===== src/rtl/swld_pkg.sv =====
// Shared types and constants for the sync-word length deframer.
// Used by swld_cfg, swld_core, swld_out and the top level.
package swld_pkg;

  localparam int unsigned ByteW    = 8;
  localparam int unsigned NumSync  = 4;
  localparam int unsigned CfgAddrW = 2;

  typedef logic [ByteW-1:0] byte_t;
  typedef byte_t [NumSync-1:0] sync_word_t;

  // Register indexes on the configuration port
  localparam logic [CfgAddrW-1:0] RegSync0 = 2'd0;
  localparam logic [CfgAddrW-1:0] RegSync1 = 2'd1;
  localparam logic [CfgAddrW-1:0] RegSync2 = 2'd2;
  localparam logic [CfgAddrW-1:0] RegSync3 = 2'd3;

  // Sync word after reset, entry 0 is the first byte on the wire
  localparam sync_word_t SyncReset = {8'h00, 8'hD0, 8'hBA, 8'hDA};

  typedef enum logic [2:0] {
    PH_SYNC0 = 3'd0,
    PH_SYNC1 = 3'd1,
    PH_SYNC2 = 3'd2,
    PH_SYNC3 = 3'd3,
    PH_LEN   = 3'd4,
    PH_DATA  = 3'd5
  } phase_e;

  typedef enum logic {
    KIND_PAYLOAD = 1'b0,
    KIND_DONE    = 1'b1
  } out_kind_e;

  typedef struct packed {
    out_kind_e kind;
    byte_t     payload;
    byte_t     position;
    byte_t     length;
  } result_t;

endpackage


===== src/rtl/swld_cfg.sv =====
// Sync word register bank for the deframer.
// Depends on swld_pkg for the register indexes and reset word.
module swld_cfg (
  input  logic                           clk_i,
  input  logic                           rst_ni,
  input  logic                           cfg_we_i,
  input  logic [swld_pkg::CfgAddrW-1:0]  cfg_addr_i,
  input  logic [swld_pkg::ByteW-1:0]     cfg_wdata_i,
  output swld_pkg::sync_word_t           sync_o
);
  import swld_pkg::*;

  sync_word_t sync_q, sync_d;

  // Decode the write index onto the four sync registers
  always_comb begin
    sync_d = sync_q;
    if (cfg_we_i) begin
      unique case (cfg_addr_i)
        RegSync0: sync_d[0] = cfg_wdata_i;
        RegSync1: sync_d[1] = cfg_wdata_i;
        RegSync2: sync_d[2] = cfg_wdata_i;
        RegSync3: sync_d[3] = cfg_wdata_i;
        default:  sync_d = sync_q;
      endcase
    end
  end

  always_ff @(posedge clk_i or negedge rst_ni) begin
    if (!rst_ni) begin
      sync_q <= SyncReset;
    end else begin
      sync_q <= sync_d;
    end
  end

  assign sync_o = sync_q;

endmodule


===== src/rtl/swld_core.sv =====
// Input register and frame parser state machine of the deframer.
// Depends on swld_pkg for the phase codes and the result record.
module swld_core (
  input  logic                        clk_i,
  input  logic                        rst_ni,
  input  logic                        s_tvalid_i,
  output logic                        s_tready_o,
  input  logic [swld_pkg::ByteW-1:0]  s_tdata_i,
  input  swld_pkg::sync_word_t        sync_i,
  input  logic                        out_free_i,
  output logic                        res_valid_o,
  output swld_pkg::result_t           res_o
);
  import swld_pkg::*;

  logic   in_valid_q, in_valid_d;
  byte_t  in_byte_q, in_byte_d;
  phase_e phase_q, phase_d;
  byte_t  len_q, len_d;
  byte_t  cnt_q, cnt_d;
  logic   advance;
  logic   accept;
  logic   more_data;

  // Move the held beat into the parser when the result stage can take it
  assign advance    = in_valid_q && out_free_i;
  assign s_tready_o = !in_valid_q || advance;
  assign accept     = s_tvalid_i && s_tready_o;
  assign more_data  = cnt_q < len_q;

  assign in_valid_d = accept || (in_valid_q && !advance);
  assign in_byte_d  = accept ? s_tdata_i : in_byte_q;

  always_ff @(posedge clk_i or negedge rst_ni) begin
    if (!rst_ni) begin
      in_valid_q <= 1'b0;
    end else begin
      in_valid_q <= in_valid_d;
    end
  end

  always_ff @(posedge clk_i) begin
    in_byte_q <= in_byte_d;
  end

  // Next phase, length and count
  always_comb begin
    phase_d = phase_q;
    len_d   = len_q;
    cnt_d   = cnt_q;
    if (advance) begin
      unique case (phase_q)
        PH_SYNC1: phase_d = (in_byte_q == sync_i[1]) ? PH_SYNC2 : PH_SYNC0;
        PH_SYNC2: phase_d = (in_byte_q == sync_i[2]) ? PH_SYNC3 : PH_SYNC0;
        PH_SYNC3: phase_d = (in_byte_q == sync_i[3]) ? PH_LEN : PH_SYNC0;
        PH_LEN: begin
          len_d   = in_byte_q;
          cnt_d   = '0;
          phase_d = PH_DATA;
        end
        PH_DATA: begin
          if (more_data) begin
            cnt_d = cnt_q + 8'd1;
          end else begin
            cnt_d   = '0;
            phase_d = PH_SYNC0;
          end
        end
        // First sync byte; unused codes hunt the same way
        default: phase_d = (in_byte_q == sync_i[0]) ? PH_SYNC1 : PH_SYNC0;
      endcase
    end
  end

  // Result for the beat being parsed
  always_comb begin
    res_valid_o = advance && (phase_q == PH_DATA);
    res_o.length = len_q;
    if (more_data) begin
      res_o.kind     = KIND_PAYLOAD;
      res_o.payload  = in_byte_q;
      res_o.position = cnt_q;
    end else begin
      res_o.kind     = KIND_DONE;
      res_o.payload  = '0;
      res_o.position = '0;
    end
  end

  always_ff @(posedge clk_i or negedge rst_ni) begin
    if (!rst_ni) begin
      phase_q <= PH_SYNC0;
      len_q   <= '0;
      cnt_q   <= '0;
    end else begin
      phase_q <= phase_d;
      len_q   <= len_d;
      cnt_q   <= cnt_d;
    end
  end

  // Payload count never passes the declared length
  assert property (@(posedge clk_i) disable iff (!rst_ni)
    (phase_q == PH_DATA) |-> (cnt_q <= len_q))
    else $error("payload count beyond declared length");

  // A completed frame goes back to hunting
  assert property (@(posedge clk_i) disable iff (!rst_ni)
    (advance && phase_q == PH_DATA && cnt_q == len_q) |=> (phase_q == PH_SYNC0))
    else $error("frame end did not return to hunt");

  // The length beat opens the payload with a cleared count
  assert property (@(posedge clk_i) disable iff (!rst_ni)
    (advance && phase_q == PH_LEN) |=> (phase_q == PH_DATA && cnt_q == '0))
    else $error("length beat did not open payload");

  // No beat is parsed while a result is stuck in the output stage
  assert property (@(posedge clk_i) disable iff (!rst_ni)
    !out_free_i |-> !res_valid_o)
    else $error("result produced while output stage full");

endmodule


===== src/rtl/swld_out.sv =====
// Result register of the deframer, drives the master-side stream.
// Depends on swld_pkg for the result record.
module swld_out (
  input  logic                         clk_i,
  input  logic                         rst_ni,
  input  logic                         res_valid_i,
  input  swld_pkg::result_t            res_i,
  output logic                         out_free_o,
  output logic                         m_tvalid_o,
  input  logic                         m_tready_i,
  output logic [3*swld_pkg::ByteW-1:0] m_tdata_o,
  output logic                         m_tuser_o
);
  import swld_pkg::*;

  logic    valid_q, valid_d;
  result_t res_q, res_d;

  // Free when empty or when the held beat leaves this cycle
  assign out_free_o = !valid_q || m_tready_i;
  assign valid_d    = res_valid_i || (valid_q && !m_tready_i);
  assign res_d      = res_valid_i ? res_i : res_q;

  always_ff @(posedge clk_i or negedge rst_ni) begin
    if (!rst_ni) begin
      valid_q <= 1'b0;
    end else begin
      valid_q <= valid_d;
    end
  end

  always_ff @(posedge clk_i) begin
    res_q <= res_d;
  end

  assign m_tvalid_o = valid_q;
  assign m_tdata_o  = {res_q.length, res_q.position, res_q.payload};
  assign m_tuser_o  = res_q.kind;

endmodule


===== src/rtl/sync_word_length_deframer_unit.sv =====
// Sync-word length-prefixed deframer: hunts for a four-byte sync word, reads one length
// byte and then streams that many payload bytes, each tagged with its position, followed
// by one frame-complete beat that consumes the next input byte. A byte passes through the
// input register and then the result register, and the unit accepts one byte per cycle;
// throughput is set only by the output stall, which holds the single result register and,
// through it, the input register. Sync bytes must be written through the configuration
// port at indexes 0 to 3 only while the stream is idle; the unit does not enforce this.
// Depends on swld_pkg, swld_cfg, swld_core and swld_out.
module sync_word_length_deframer_unit (
  input  logic                          clk_i,
  input  logic                          rst_ni,
  // Slave side, tdata: rx_byte[7:0]
  input  logic                          s_axis_tvalid,
  output logic                          s_axis_tready,
  input  logic [swld_pkg::ByteW-1:0]    s_axis_tdata,
  // Master side, tdata: payload_byte[7:0], byte_position[15:8], frame_length[23:16]
  output logic                          m_axis_tvalid,
  input  logic                          m_axis_tready,
  output logic [3*swld_pkg::ByteW-1:0]  m_axis_tdata,
  // tuser: out_kind[0]
  output logic                          m_axis_tuser,
  // Configuration write port
  input  logic                          cfg_we_i,
  input  logic [swld_pkg::CfgAddrW-1:0] cfg_addr_i,
  input  logic [swld_pkg::ByteW-1:0]    cfg_wdata_i
);
  import swld_pkg::*;

  sync_word_t sync;
  logic       out_free;
  logic       res_valid;
  result_t    res;

  swld_cfg u_cfg (
    .clk_i       (clk_i),
    .rst_ni      (rst_ni),
    .cfg_we_i    (cfg_we_i),
    .cfg_addr_i  (cfg_addr_i),
    .cfg_wdata_i (cfg_wdata_i),
    .sync_o      (sync)
  );

  swld_core u_core (
    .clk_i       (clk_i),
    .rst_ni      (rst_ni),
    .s_tvalid_i  (s_axis_tvalid),
    .s_tready_o  (s_axis_tready),
    .s_tdata_i   (s_axis_tdata),
    .sync_i      (sync),
    .out_free_i  (out_free),
    .res_valid_o (res_valid),
    .res_o       (res)
  );

  swld_out u_out (
    .clk_i       (clk_i),
    .rst_ni      (rst_ni),
    .res_valid_i (res_valid),
    .res_i       (res),
    .out_free_o  (out_free),
    .m_tvalid_o  (m_axis_tvalid),
    .m_tready_i  (m_axis_tready),
    .m_tdata_o   (m_axis_tdata),
    .m_tuser_o   (m_axis_tuser)
  );

endmodule


===== config.mk =====
export PLATFORM = sky130hd
export DESIGN_NAME = sync_word_length_deframer_unit
export DESIGN_NICKNAME = d
export VERILOG_FILES = /design/src/rtl/swld_pkg.sv /design/src/rtl/swld_cfg.sv /design/src/rtl/swld_core.sv /design/src/rtl/swld_out.sv /design/src/rtl/sync_word_length_deframer_unit.sv
export SDC_FILE = /design/constraint.sdc
export NUM_CORES = 1
export LEC_CHECK = 0
export BUFFER_PORTS_ARGS = -buffer_cell sky130_fd_sc_hd__buf_2
export CORE_ASPECT_RATIO = 1.5
export CORE_MARGIN = 2
export CORE_UTILIZATION = 57
export DETAILED_ROUTE_END_ITERATION = 6
export PLACE_DENSITY_LB_ADDON = 0.12
export RECOVER_POWER = 50
export SLEW_MARGIN = 0
export SYNTH_ARGS = -nofsm -noshare
export SYNTH_HDL_FRONTEND = slang
export SYNTH_SLANG_ARGS = --single-unit

===== constraint.sdc =====
create_clock -name clk_i -period 2.5 [get_ports clk_i]
set_clock_uncertainty 0.05 [all_clocks]
set_input_delay 0.375 -clock clk_i [delete_from_list [all_inputs] [get_ports clk_i]]
set_output_delay 0.375 -clock clk_i [all_outputs]
set_load 0.05 [all_outputs]

==> results.yml <==
worst_hold_path:
  worst_hold_check_path_type: "in2reg"
  number_of_cells_on_the_worst_hold_path: 1
outcome:
  outcome: "complete, no violations"
grt:
  track_usage_pct: 21.6
  grt_antenna_before_repair: 0
  overflow: 0
  grt_first_pass_wirelength_um: 11900
  largest_net_degree_at_the_start_of_global_routing: 26
  first_global_vias: 2367
clock_tree:
  worst_setup_hold_path_clk_slew_ns: 0.09
  cts_tree: "done"
  cts_max_level: 3
  cts_made_buffers: 9
  clock_sink_count: 86
  cts_max_path_buffers: 2
  post_cts.repair.setup_buffers: 0
  clk-insertion-delay-late_ns: 0.36
  clockRootBuffer: "sky130_fd_sc_hd__clkbuf_8"
  cts_resized: 0
critical_path:
  crit_fanout: 6
  ff2ff_path_depth: 6
  cp_data_required_time_ns: 2.71
  setup.worst_path.start_class: "flop"
  timing.critical_path.to_type: "flop"
  worst-endpoint-arrival_ns: 2.40
  path_class: "reg2reg"
route:
  drt_first_pass_iters: 4
  drt_iter0_markers: 144
  drt_drc_violations_left: 0
  routed_wire_length_per_instance_um: 17.1
  remaining_antenna_violation_count: 0
  detailroute.via_count: 2407
  wirelength_um: 7360
  route.detailed.vias_per_inst: 5.58
place:
  placed_cells: 414
  place_area_um2: 4250
  routability_congestion_estimate: 0.926
  buffer_ports.inserted: 49
  preCtsSetupSlack_ns: 0.354
  place_hpwl_um: 5500
floorplanning:
  io-pin-count: 50
  die_h_um: 105
  die-area_um2: 7530
  die_x_um: 71.5
  placementRows: 36
  design.core.area_um2: 6580
  initial_utilization_pct: 59.3
pwr:
  cellPowerDensity_nw_per_um2: 675
  cellInternalPower_mw: 2.26
  power.leakage_nw: 1.73
  share_comb_of_total_power_pct: 10.1
  total_power_mw: 3.00
  vdd.ir_drop.worst_v: 0.000586
  swShare_pct: 24.5
  clock_power_share_pct: 33.1
  power.sequential.fraction_pct: 56.8
  power.net_switching_mw: 0.734
finish:
  finish.utilization_pct: 67.5
  syn_to_final_growth_pct: 13.8
  n_antenna_cell: 0
  num-nets-final: 381
  post_route_cells_drive_above_1_share_pct: 36.1
  finish.cell_count_without_fillers: 431
  post-route-cell-area_um2: 4440
timing:
  setup_viol: 0
  fin_crit_sh_pct: 87.7
  timing.final.max_slew_violations: 0
  setup_slack_ns: 0.307
  final_hold_viol_count: 0
  timing.final.crit_period_ns: 2.19
  max_freq_ghz: 0.456
  finalSetupTns_ns: 0
  grt_setup_unrepaired: "no"
  final.hold.worst_slack_ns: 0.138
  slew-limit-headroom_pct: 12.7
  worst_pin_slew_ns: 1.31
synth:
  count_of_distinct_cell_types_in_the_synthesized_netlist: 43
  synth_top_area_share_pct: 25.7
  synth_top_flop_cell: "sky130_fd_sc_hd__dfrtp_1"
  synth.top_cells.by_area: "sky130_fd_sc_hd__dfrtp_1 26%, sky130_fd_sc_hd__edfxtp_1 25%, sky130_fd_sc_hd__mux2_2 9.5%"
  syn-num-nets: 326
  synth_seq_area_share_pct: 59.9
  synth.cell_area_um2: 3900
  edff_count_synth: 33
  synthArstFlopShare_pct: 61.6
  synthesis.yosys.warnings: 0
  synth_top_area_cell: "sky130_fd_sc_hd__dfrtp_1"
  synth_seq_cells: 86
  syn-instance-count: 295
  postSynthAreaPerCell_um2: 13.2
run:
  cap_violations: 0
[placed cells by master (no fill, tap or decap), drive strengths merged, types with 2 or more instances in the layout]
cell type / netlist / final
nand3: 7 / 7
a211oi: 2 / 2
clkbuf: 9 / 14
o2bb2ai: 2 / 2
a21oi: 6 / 6
nor4: 4 / 4
clkinv: 0 / 4
dfrtp: 40 / 40
nor2: 5 / 5
o21ai: 19 / 19
dfstp: 13 / 13
nand2: 20 / 20
nor3b: 3 / 3
nand2b: 4 / 4
buf: 3 / 50
o311ai: 2 / 2
inv: 9 / 11
nand3b: 5 / 5
nor3: 6 / 6
xor2: 8 / 8
edfxtp: 33 / 33
mux2: 33 / 33
nand4: 5 / 5
xnor2: 24 / 24
ha: 8 / 8
and2: 17 / 17
[registers in the layout (all words and copies together) (netlist names)]
signal,flops
u_cfg.sync_o,32
u_out.m_tdata_o,24
u_core.cnt_q,8
u_core.in_byte_q,8
u_core.len_q,8
u_core.phase_q,3
u_core.in_valid_q,1
u_out.m_tuser_o,1
u_out.m_tvalid_o,1
[layout make-up]
cell class	instances	area, um2
fillers	504	2140
repair buffers	56	290
inverters	9	33.8
clock buffers	9	124
multi-input cells	188	1480
well taps	76	95.1
flip-flops and latches	86	2330
clock inverters	7	81.3
[Yosys cell counts (2+ instances only)]
cell type	instances
sky130_fd_sc_hd__nand3b_1	5
sky130_fd_sc_hd__xnor2_1	24
sky130_fd_sc_hd__a21oi_1	5
sky130_fd_sc_hd__o21ai_0	16
sky130_fd_sc_hd__nand2_1	18
sky130_fd_sc_hd__o2bb2ai_1	2
sky130_fd_sc_hd__clkbuf_1	9
sky130_fd_sc_hd__nor4_1	4
sky130_fd_sc_hd__nor3b_2	2
sky130_fd_sc_hd__inv_1	9
sky130_fd_sc_hd__nand4_1	5
sky130_fd_sc_hd__o311ai_2	2
sky130_fd_sc_hd__edfxtp_1	33
sky130_fd_sc_hd__nand3_1	7
sky130_fd_sc_hd__nor3_1	5
sky130_fd_sc_hd__xor2_1	8
sky130_fd_sc_hd__dfstp_2	13
sky130_fd_sc_hd__buf_2	3
sky130_fd_sc_hd__and2_1	17
sky130_fd_sc_hd__dfrtp_1	40
sky130_fd_sc_hd__nand2b_1	3
sky130_fd_sc_hd__mux2_2	33
sky130_fd_sc_hd__ha_1	8
sky130_fd_sc_hd__nor2_1	5
[what timing repair did]
action / in CTS / in global routing
setup endpoints to repair: 0 / 0
endpoints found under the hold margin: 14 / 0
hold buffers: 1 / 0
[kinds of logic after synthesis]
logic type / Yosys count / synth area share, %
DFF: 86 / 59.9
adders and majority gates: 8 / 2.57
AOI/OAI and AO/OA: 36 / 6.87
buffers and inverters: 21 / 2.12
xor gates and xnor gates: 32 / 7.19
muxes: 33 / 9.53
and+or+nand+nor: 79 / 11.8
[power by group through the flow]
stage	Clock, mW	Combinational, mW	Sequential [mW]
6_report	0.992	0.304	1.70
3_3_place_gp	0	0.308	1.73
3_5_place_dp	0	0.312	1.73
2_1_floorplan	0	0.252	1.69
4_1_cts	1.02	0.315	1.70
5_1_grt	1.07	0.339	1.71
[critical path, cell delays in order (launching register included)]
cell	delay (ns)
sky130_fd_sc_hd__dfrtp_1	0.45
sky130_fd_sc_hd__ha_1	0.34
sky130_fd_sc_hd__a211oi_2	0.28
sky130_fd_sc_hd__o21ai_2	0.14
sky130_fd_sc_hd__a211oi_4	0.43
sky130_fd_sc_hd__nand2_4	0.12
sky130_fd_sc_hd__o311ai_2	0.28
[final timing paths]
check                                start                  end  slack, ns
setup / recovery           u_core.cnt_q[2]      u_core.cnt_q[6]       0.31
hold / removal             s_axis_tdata[2]  u_core.in_byte_q[2]       0.14
setup reg to reg           u_core.cnt_q[2]      u_core.cnt_q[6]       0.31
hold reg to reg            u_core.len_q[6]  u_out.m_tdata_o[22]       0.40
max in group asynchronous           rst_ni      u_cfg.sync_o[5]       0.59
min in group asynchronous           rst_ni      u_core.len_q[7]       0.63
[layer usage]
metal | routed length [um] | up-vias | global-route usage, %
li1 | - | 1155 | -
met1 | 2820 | 1182 | 24.7
met2 | 4080 | 59 | 37.4
met3 | 279 | 11 | 4.40
met4 | 170 | 0 | 11.2
met5 | 0 | - | 0
Power figures use the tool's default switching activity.
